**src/sv/knnk_pkg.sv**
```systemverilog
// knnk_pkg: shared types, widths and register codes for the k-nearest-neighbor block.
// No dependencies; imported by knnk_cell and knn_top_k_l2_select.
package knnk_pkg;

    // Fixed field widths of the result item and config port
    localparam int DIST_W     = 48;
    localparam int IDX_W      = 16;
    localparam int RANK_W     = 6;
    localparam int KCFG_W     = 7;
    localparam int APB_DATA_W = 32;
    localparam int PADDR_W    = 2;

    localparam logic [DIST_W-1:0]  DIST_MAX   = {DIST_W{1'b1}};
    localparam logic [KCFG_W-1:0]  K_RESET    = 7'd10;
    localparam logic [PADDR_W-1:0] REG_K_ADDR = 2'd0;

    // One slot of the sorted neighbor list
    typedef struct packed {
        logic              valid;
        logic [DIST_W-1:0] distance;
        logic [IDX_W-1:0]  idx;
    } entry_t;

    localparam entry_t ENTRY_NONE = '{valid: 1'b0, distance: '0, idx: '0};

    // Command broadcast to every cell of the list
    typedef struct packed {
        logic              ins;
        logic              shift;
        logic              clr;
        logic [DIST_W-1:0] key_dist;
        logic [IDX_W-1:0]  key_idx;
    } cell_cmd_t;

    // Ordering by (distance, index): true when a goes ahead of b
    function automatic logic goes_before(input logic [DIST_W-1:0] a_dist,
                                         input logic [IDX_W-1:0]  a_idx,
                                         input logic [DIST_W-1:0] b_dist,
                                         input logic [IDX_W-1:0]  b_idx);
        return (a_dist < b_dist) || ((a_dist == b_dist) && (a_idx < b_idx));
    endfunction

endpackage

```
**src/sv/knnk_cell.sv**
```systemverilog
// knnk_cell: one slot of the systolic sorted top-k list.
// Depends on knnk_pkg (entry_t, cell_cmd_t, goes_before).
module knnk_cell (
    input  logic                aclk,
    input  logic                aresetn,
    input  knnk_pkg::cell_cmd_t cmd,
    input  knnk_pkg::entry_t    prev_entry,
    input  logic                prev_keep,
    input  knnk_pkg::entry_t    next_entry,
    output knnk_pkg::entry_t    entry,
    output logic                keep
);
    import knnk_pkg::*;

    logic              valid_reg;
    logic [DIST_W-1:0] dist_reg;
    logic [IDX_W-1:0]  idx_reg;

    // Slot holds its entry when it is valid and the new key does not go ahead of it
    assign keep = valid_reg && !goes_before(cmd.key_dist, cmd.key_idx, dist_reg, idx_reg);

    // Valid flag: control state, cleared by reset and by the end-of-set clear
    always_ff @(posedge aclk) begin
        if (!aresetn || cmd.clr) begin
            valid_reg <= 1'b0;
        end else if (cmd.ins && !keep) begin
            valid_reg <= prev_keep ? 1'b1 : prev_entry.valid;
        end else if (cmd.shift) begin
            valid_reg <= next_entry.valid;
        end
    end

    // Payload: insert the key here, take the upper neighbor, or shift toward the head
    always_ff @(posedge aclk) begin
        if (cmd.ins && !keep) begin
            if (prev_keep) begin
                dist_reg <= cmd.key_dist;
                idx_reg  <= cmd.key_idx;
            end else begin
                dist_reg <= prev_entry.distance;
                idx_reg  <= prev_entry.idx;
            end
        end else if (cmd.shift) begin
            dist_reg <= next_entry.distance;
            idx_reg  <= next_entry.idx;
        end
    end

    assign entry = '{valid: valid_reg, distance: dist_reg, idx: idx_reg};

endmodule

```
**config.mk**
```make
export PLATFORM = sky130hd
export DESIGN_NAME = knnk_cell
export DESIGN_NICKNAME = d
export VERILOG_FILES = /design/src/sv/knnk_pkg.sv /design/src/sv/knnk_cell.sv
export SDC_FILE = /design/constraint.sdc
export NUM_CORES = 1
export LEC_CHECK = 0
export ABC_CLOCK_PERIOD_IN_PS = 6430
export BUFFER_PORTS_ARGS = -buffer_cell sky130_fd_sc_hd__buf_2
export CORE_MARGIN = 2
export CORE_UTILIZATION = 45
export CTS_CLUSTER_SIZE = 14
export DETAILED_ROUTE_END_ITERATION = 10
export PLACE_DENSITY_LB_ADDON = 0.12
export SKIP_CTS_REPAIR_TIMING = 1
export SYNTH_ARGS = -nofsm -noshare
export SYNTH_HDL_FRONTEND = slang
export SYNTH_SLANG_ARGS = --single-unit
```
**constraint.sdc**
```tcl
create_clock -name aclk -period 6.43 [get_ports aclk]
set_input_delay 0.643 -clock aclk [delete_from_list [all_inputs] [get_ports aclk]]
set_output_delay 0.643 -clock aclk [all_outputs]
set_load 0.02 [all_outputs]
```
== Word-level counts from Yosys, hierarchy flattened ==
Cells that the tools add are included.
Word-level totals
  register bits after elaboration: 65
  input port bits: 200
  word-level logic and storage cells: 24
Operators by class
  order comparisons: 2
  equality and inequality tests: 1
  multiplexer cells: 9
  reduce and logical (&&, ||, !) cells: 9
Operators with widths (number)
  $mux 48: 3
  $eq 48x48->1: 1
  $lt 48x48->1: 1
  $mux 16: 3
  $lt 16x16->1: 1
  $logic_and 1x1->1: 3
  $logic_not 1->1: 3
  $mux 1: 3
  $logic_or 1x1->1: 2
  $reduce_bool 2->1: 1

== Depth between registers and ports, before layout ==
Gate-level depths: netlist of run 1.
  depth after elaboration: 8
  gate-level depth with buffers: 11
  depth with buffers taken out: 9

== Least setup slack after synthesis of run 1 ==
OpenSTA, ideal clock, no wires.
  path type: input-to-reg
  from: input port cmd[63] in the netlist's numbering
  to: register dist_reg[0], enable pin
  setup time: 0.433 ns
  data arrival time: 3.893 ns
  setup slack: 2.105 ns
  stages: 9
  path buffers: 2
  cells stage by stage: ha_1 > nand4_1 > nor4_2 > nand3_2 > a2111oi_4 > a221oi_2 > buf_6 > buf_6 > nand2b_1
Between the ends
  word-level cells in the longest chain between the ends: 8
  elaborated cells between the ends (all ways): 9
  classes of those cells: order compare (1); eq/ne (1); reduce/logical (7)
Ends and longest elaborated chain
  start, declared: line knnk_cell.sv:6  | input knnk_pkg::cell_cmd_t cmd,
  parallel branches: the longest is 2 deep, another holds $lt 48x48->1
  $logic_or 1x1->1 (*): line knnk_pkg.sv:40  | return (a_dist < b_dist) || ((a_dist == b_dist) && (a_idx < b_idx));
  $logic_not 1->1 (*): line knnk_cell.sv:20  | assign keep = valid_reg && !goes_before(cmd.key_dist, cmd.key_idx, dist_reg, idx_reg);
  $logic_and 1x1->1 (*): line knnk_cell.sv:20
  $logic_not 1->1 (*): line knnk_cell.sv:35  | if (cmd.ins && !keep) begin
  $logic_and 1x1->1 (*): line knnk_cell.sv:35
  $reduce_bool 2->1 (no source line) (*)
  end signal, assigned: line knnk_cell.sv:37  | dist_reg <= cmd.key_dist;
  end signal, assigned: line knnk_cell.sv:40  | dist_reg <= prev_entry.distance;
  end signal, assigned: line knnk_cell.sv:44  | dist_reg <= next_entry.distance;
  end, declared: line knnk_cell.sv:16  | logic [DIST_W-1:0] dist_reg;
Every way passes the cells marked *.
A chain may end at the register's enable or synchronous reset.

== Worst setup path in the final report of run 1 ==
  from: register dist_reg[47]
  to: register dist_reg[27], data pin
Between the ends
  word-level cells in the longest chain between the ends: 8
  elaborated cells between the ends (all ways): 9
  classes of those cells: order compare (1); eq/ne (1); mux (1); reduce/logical (6)
Ends and longest elaborated chain (line)
  parallel branches: the longest is 2 deep, another holds $lt 48x48->1
  $logic_or 1x1->1 (*): knnk_pkg.sv:40
  $logic_not 1->1 (*): knnk_cell.sv:20
  $logic_and 1x1->1 (*): knnk_cell.sv:20
  $logic_not 1->1 (*): knnk_cell.sv:35
  $logic_and 1x1->1 (*): knnk_cell.sv:35
  $mux 48 (*): knnk_cell.sv:35
Marked as above.

==> flow_summary_export.csv, run 1 <==
group,metric,value,unit
synthesis,syn_nets,707,
die,die_w,112,µm
synthesis,ys_types,39,
cts,insertion_delay,0.33,ns
drt,dr.pass1.iters,5,
synthesis,synth_edf_count,64,
worst_hold_path,holdCritPathClass,"in2reg",
job,drv_cap,0,
global_route,track_usage,21.8,%
cts,cts.htree.levels,3,
synthesis,syn_area,5250,µm²
global_route,grt_start_max_net_pins,66,
die,initial_core_util,46.0,%
drt,num_vias,4419,
timing,worst-slew-pin-transition,1.05,ns
synthesis,synth_ff_type,"edfxtp_1",
worst_hold_path,min_from,"next_entry[22]",
timing,period_share,63.6,%
worst_setup_path,critPathArrivalTime,4.16,ns
timing,min_period,4.09,ns
placed_design,dp.cells,840,
finish,fill_cells,952,
timing,rsz0062_at_grt,"false",
drt,drtAntennaViolNets,0,
global_route,antenna_found_initial,1,
finish,multi_input_area,2980,µm²
timing,slew_violations,0,
cts,clk_pin_slew_worst_paths,0.05,ns
timing,final_hold_viol_count,0,
finish,fin_cells,857,
die,dieHeight,112,µm
worst_setup_path,rr_startpoint,"dist_reg[47]",
pwr,swShare,32.8,%
worst_setup_path,crit_start,"dist_reg[47]",
outcome,outcome,"finished clean",
pwr,p_per_area,234,nW/µm²
timing,skew,0.00585,ns
cts,cts-buffers-inserted,9,
die,rows,39,
pwr,vdd_ir_drop_max,0.120,mV
pwr,combPwrFrac,37.1,%
finish,fin_nets,971,
finish,final_util,60.9,%
die,core_region_area,11400,µm²
cts,cts.sinks,65,
synthesis,avgSynthCellArea,11.8,µm²
worst_setup_path,cp.required,6.50,ns
synthesis,synth_area_leaders,"edfxtp_1 37%, ha_1 15%, mux2_2 14%",
global_route,overflow,0,
pwr,power.total,1.63,mW
placed_design,numPortBuffers,265,
worst_setup_path,endpoint_kind,"register",
synthesis,yosysSeqAreaShare,37.0,%
drt,drt-wirelength-per-cell,16.1,µm
synthesis,synth_warnings,0,
worst_setup_path,critPathLaunchType,"register",
timing,max_freq,0.245,GHz
die,pin_count,266,
cts,cts-root-buf,"clkbuf_16",
finish,ff_latch_area,1940,µm²
synthesis,synth_top_area_share,36.6,%
timing,tns,0,ns
synthesis,synth-seq-cells,65,
pwr,p_sw,0.533,mW
placed_design,pre_cts_slack,1.99,ns
placed_design,gp_routability_congestion,0.859,
cts,cts_tree,"built",
synthesis,yosysTopAreaCell,"edfxtp_1",
global_route,grt_pass1_vias,4618,
pwr,clock_power_share,26.2,%
placed_design,dp.final_hpwl,11.4,mm
cts,clockBufferDepth,2,
global_route,grt_pass1_wl,21.7,mm
worst_setup_path,timing.setup.critical_path_class,"reg2reg",
timing,slew_headroom,30.1,%
finish,drive_gt1_share,52.3,%
drt,wl,13.8,mm
pwr,p_leak,3.49,nW
timing,setup_violations,0,
pwr,seqPwrFrac,36.7,%
worst_setup_path,cp_max_fo,32,
die,die-area,12600,µm²
drt,drtIter0Drc,90,
synthesis,synth.most_common_cell,"inv_1",
synthesis,yosys-top-cells-count,"66 x inv_1, 64 x edfxtp_1, 64 x mux2_2, 63 x ha_1, 38 x mux2_1",
timing,setup_slack,2.34,ns
drt,drt_drc_violations_left,0,
synthesis,synth-async-reset-ratio,0,%
pwr,internal_power,1.09,mW
finish,synthToLayoutAreaGrowth,32.4,%
drt,via_per_inst,5.16,
finish,largest_reg_flops,48,
synthesis,synthCells,444,
[cells by family (layout without fill, tap and decap cells)]
| group | count (synthesis) | in the layout | share of synthesized area (%) |
|---|---|---|---|
| multiplexers | 129 | 129 | 29.5 |
| AO/OA/AOI/OAI | 56 | 56 | 6.88 |
| adder cells (fa/ha/maj) | 63 | 63 | 15.0 |
| flip-flops | 65 | 65 | 37.0 |
| AND/OR/NAND/NOR | 50 | 50 | 5.05 |
| buffers and inverters | 81 | 350 | 6.62 |
| other | 0 | 1 | 0 |
[path summary, 6_finish.rpt]
check | end | cells past startpoint | slack, ns
setup / recovery | dist_reg[27] | 10 | 2.34
hold / removal | dist_reg[6] | 2 | 0.60
hold reg to reg | valid_reg | 2 | 0.62
setup reg to reg | dist_reg[27] | 10 | 2.34
[critical path, cell delays in order, from the launching register on]
cell and delay, ns:
edfxtp_1 0.35, inv_1 0.08, ha_1 0.32, nand4_1 0.17, nor4_2 0.55, o21ai_1 0.12, o21ai_0 0.19, a311oi_1 0.12
a221oi_4 0.93, buf_4 0.59, mux2_1 0.37
[metal layers]
| layer | global-route usage [%] | routed length, µm |
|---|---|---|
| met1 | 23.4 | 5240 |
| met5 | 0 | 0 |
| met2 | 41.1 | 7190 |
| met4 | 9.27 | 392 |
| met3 | 4.91 | 992 |
[layout by cell type (no fill, tap or decap), types with 2 or more instances in the layout]
cell / count
a211oi_1: 4
clkbuf_1: 6
nand3_1: 3
a21o_1: 4
a311oi_1: 2
nand2_1: 14
buf_4: 3
clkbuf_16: 9
mux2_2: 64
nand4_1: 11
nor2b_1: 2
edfxtp_1: 64
inv_1: 66
ha_1: 63
o21ai_1: 4
o21ai_0: 9
nor3_1: 6
nand2b_1: 2
mux2_4: 26
mux2_1: 38
nor2_1: 6
buf_2: 265
a21oi_1: 23
o211ai_1: 2
[through the flow]
step / hold slack (ns) / cell area, µm²
global route: 0.603 / 6950
CTS: 0.590 / 6950
global placement: 0.614 / 6700
finish: 0.600 / 6960
floorplan: 0.584 / 5250
detailed placement: 0.621 / 6700
[final cells by class]
class	count	area share [%]
diodes	1	0.0360
clock inverters	1	0.0720
well taps	143	2.57
repair buffers	268	19.4
multi-input cells	298	42.9
inverters	66	3.56
clock buffers	15	3.56
flip-flops and latches	65	27.9
[power by group through the flow]
stage	Sequential, mW	Clock (mW)	Combinational [mW]
2_1_floorplan	0.690	0	0.312
3_3_place_gp	0.603	0	0.591
3_5_place_dp	0.605	0	0.608
4_1_cts	0.597	0.437	0.611
5_1_grt	0.605	0.458	0.670
6_report	0.597	0.427	0.603
Note: power is estimated with default switching activity, not from simulation.
==> run 2, diff against run 1 <==
--- a/config.mk
+++ b/config.mk
@@ -5,7 +5,7 @@
 export SDC_FILE = /design/constraint.sdc
 export NUM_CORES = 1
 export LEC_CHECK = 0
-export ABC_CLOCK_PERIOD_IN_PS = 6430
+export ABC_CLOCK_PERIOD_IN_PS = 3930
 export BUFFER_PORTS_ARGS = -buffer_cell sky130_fd_sc_hd__buf_2
 export CORE_MARGIN = 2
 export CORE_UTILIZATION = 45
==> constraint.sdc (replaced) <==
create_clock -name aclk -period 3.93 [get_ports aclk]
set_input_delay 0.393 -clock aclk [delete_from_list [all_inputs] [get_ports aclk]]
set_output_delay 0.393 -clock aclk [all_outputs]
set_load 0.02 [all_outputs]
==> flow_summary_export.csv, run 2 (same netlist as run 1, synthesis figures left out) <==
group,metric,value,unit
timing,setup_violations,0,
timing,tns,0,ns
timing,slew_headroom,41.6,%
die,initial_core_util,46.0,%
global_route,overflow,0,
die,rows,39,
finish,synthToLayoutAreaGrowth,33.6,%
outcome,outcome,"finished clean",
worst_setup_path,cp_max_fo,17,
global_route,grt_pass1_vias,4580,
cts,insertion_delay,0.33,ns
cts,clk_pin_slew_worst_paths,0.06,ns
pwr,p_per_area,379,nW/µm²
drt,drtAntennaViolNets,0,
worst_hold_path,holdCritPathClass,"in2reg",
worst_setup_path,endpoint_kind,"register",
worst_hold_path,min_from,"next_entry[34]",
worst_setup_path,crit_start,"dist_reg[47]",
die,die-area,12600,µm²
worst_setup_path,timing.setup.critical_path_class,"reg2reg",
finish,fin_nets,975,
pwr,p_leak,3.53,nW
global_route,antenna_found_initial,0,
cts,clockBufferDepth,2,
drt,drt_drc_violations_left,0,
timing,final_hold_viol_count,0,
job,drv_cap,0,
drt,drt-wirelength-per-cell,15.8,µm
die,die_w,112,µm
global_route,grt_start_max_net_pins,66,
finish,n_antenna_cell,0,
drt,dr.pass1.iters,4,
die,core_region_area,11400,µm²
placed_design,gp_routability_congestion,0.838,
pwr,vdd_ir_drop_max,0.198,mV
timing,skew,0.00660,ns
finish,largest_reg_flops,48,
cts,cts-root-buf,"clkbuf_16",
drt,via_per_inst,5.10,
placed_design,dp.final_hpwl,11.2,mm
cts,cts.sinks,65,
timing,rsz0062_at_grt,"false",
global_route,grt_pass1_wl,21.6,mm
die,pin_count,266,
drt,num_vias,4383,
drt,wl,13.6,mm
placed_design,numPortBuffers,265,
finish,drive_gt1_share,52.9,%
worst_setup_path,critPathArrivalTime,3.34,ns
timing,fin_hold_ws,0.350,ns
worst_setup_path,critPathLaunchType,"register",
cts,cts.htree.levels,3,
die,dieHeight,112,µm
worst_setup_path,rr_startpoint,"dist_reg[47]",
finish,final_common_cell,"buf_2",
timing,slew_violations,0,
drt,drtIter0Drc,154,
cts,cts_tree,"built",
worst_setup_path,cp.required,4.00,ns
timing,worst-slew-pin-transition,0.876,ns
timing,max_freq,0.306,GHz
global_route,track_usage,21.5,%
finish,final_cell_mix,"265 x buf_2, 66 x inv_1, 64 x mux2_2, 64 x edfxtp_1, 63 x ha_1",
cts,cts-buffers-inserted,9,
timing,min_period,3.27,ns
timing,period_share,83.2,%
run 2: critical path, cell delays in order, from the launching register on:
cell and delay (ns):
edfxtp_1 0.34, inv_1 0.05, ha_1 0.31, nand4_1 0.16, nor4_2 0.48, nand3_2 0.20
nor2_1 0.20, a311oi_1 0.11, a221oi_4 0.46, buf_4 0.34, mux2_1 0.36
run 2: worst paths after layout:
path | to | slack, ns | depth (start not counted)
worst max-delay path | idx_reg[12] | 0.66 | 10
worst min-delay path | dist_reg[18] | 0.35 | 2
worst max register to register | idx_reg[12] | 0.66 | 10
worst min register to register | valid_reg | 0.64 | 2
run 2: metal layers:
metal	wire length [µm]	vias to the layer above	share of wire [%]	global-route usage, %
met4	253	0	1.9	7.64
met1	5370	2032	40	25.1
met2	7010	166	52	39.2
met3	951	16	7.0	4.54
li1	-	2169	-	-
met5	0	-	0	0
run 2: metrics by stage:
stage               instance area (µm²)  worst slack, ns  total power [mW]  instances  util [%]
floorplan                          5260            0.457              1.64        444         -
global placement                   6770            0.664              1.96        844      59.3
detailed placement                 6770            0.517              1.99        844      59.3
CTS                                7020            0.647              2.69        859      61.5
global route                       7020            0.416              2.82        859      61.5
finish                             7020            0.662              2.66        859      61.5
run 2: layout make-up:
cell class / instances / area [µm²]
timing repair buffer: 272 / 1420
clock buffer: 9 / 225
inverter: 66 / 248
tap: 143 / 179
fill: 961 / 4400
clock inverter: 6 / 26.3
sequential: 65 / 1940
multi-input combinational: 298 / 2980
run 2: power by group:
group          total (mW)  switching, mW  internal, mW
Clock               0.693          0.281         0.412
Sequential          0.972         0.0581         0.914
Combinational       0.994          0.536         0.458
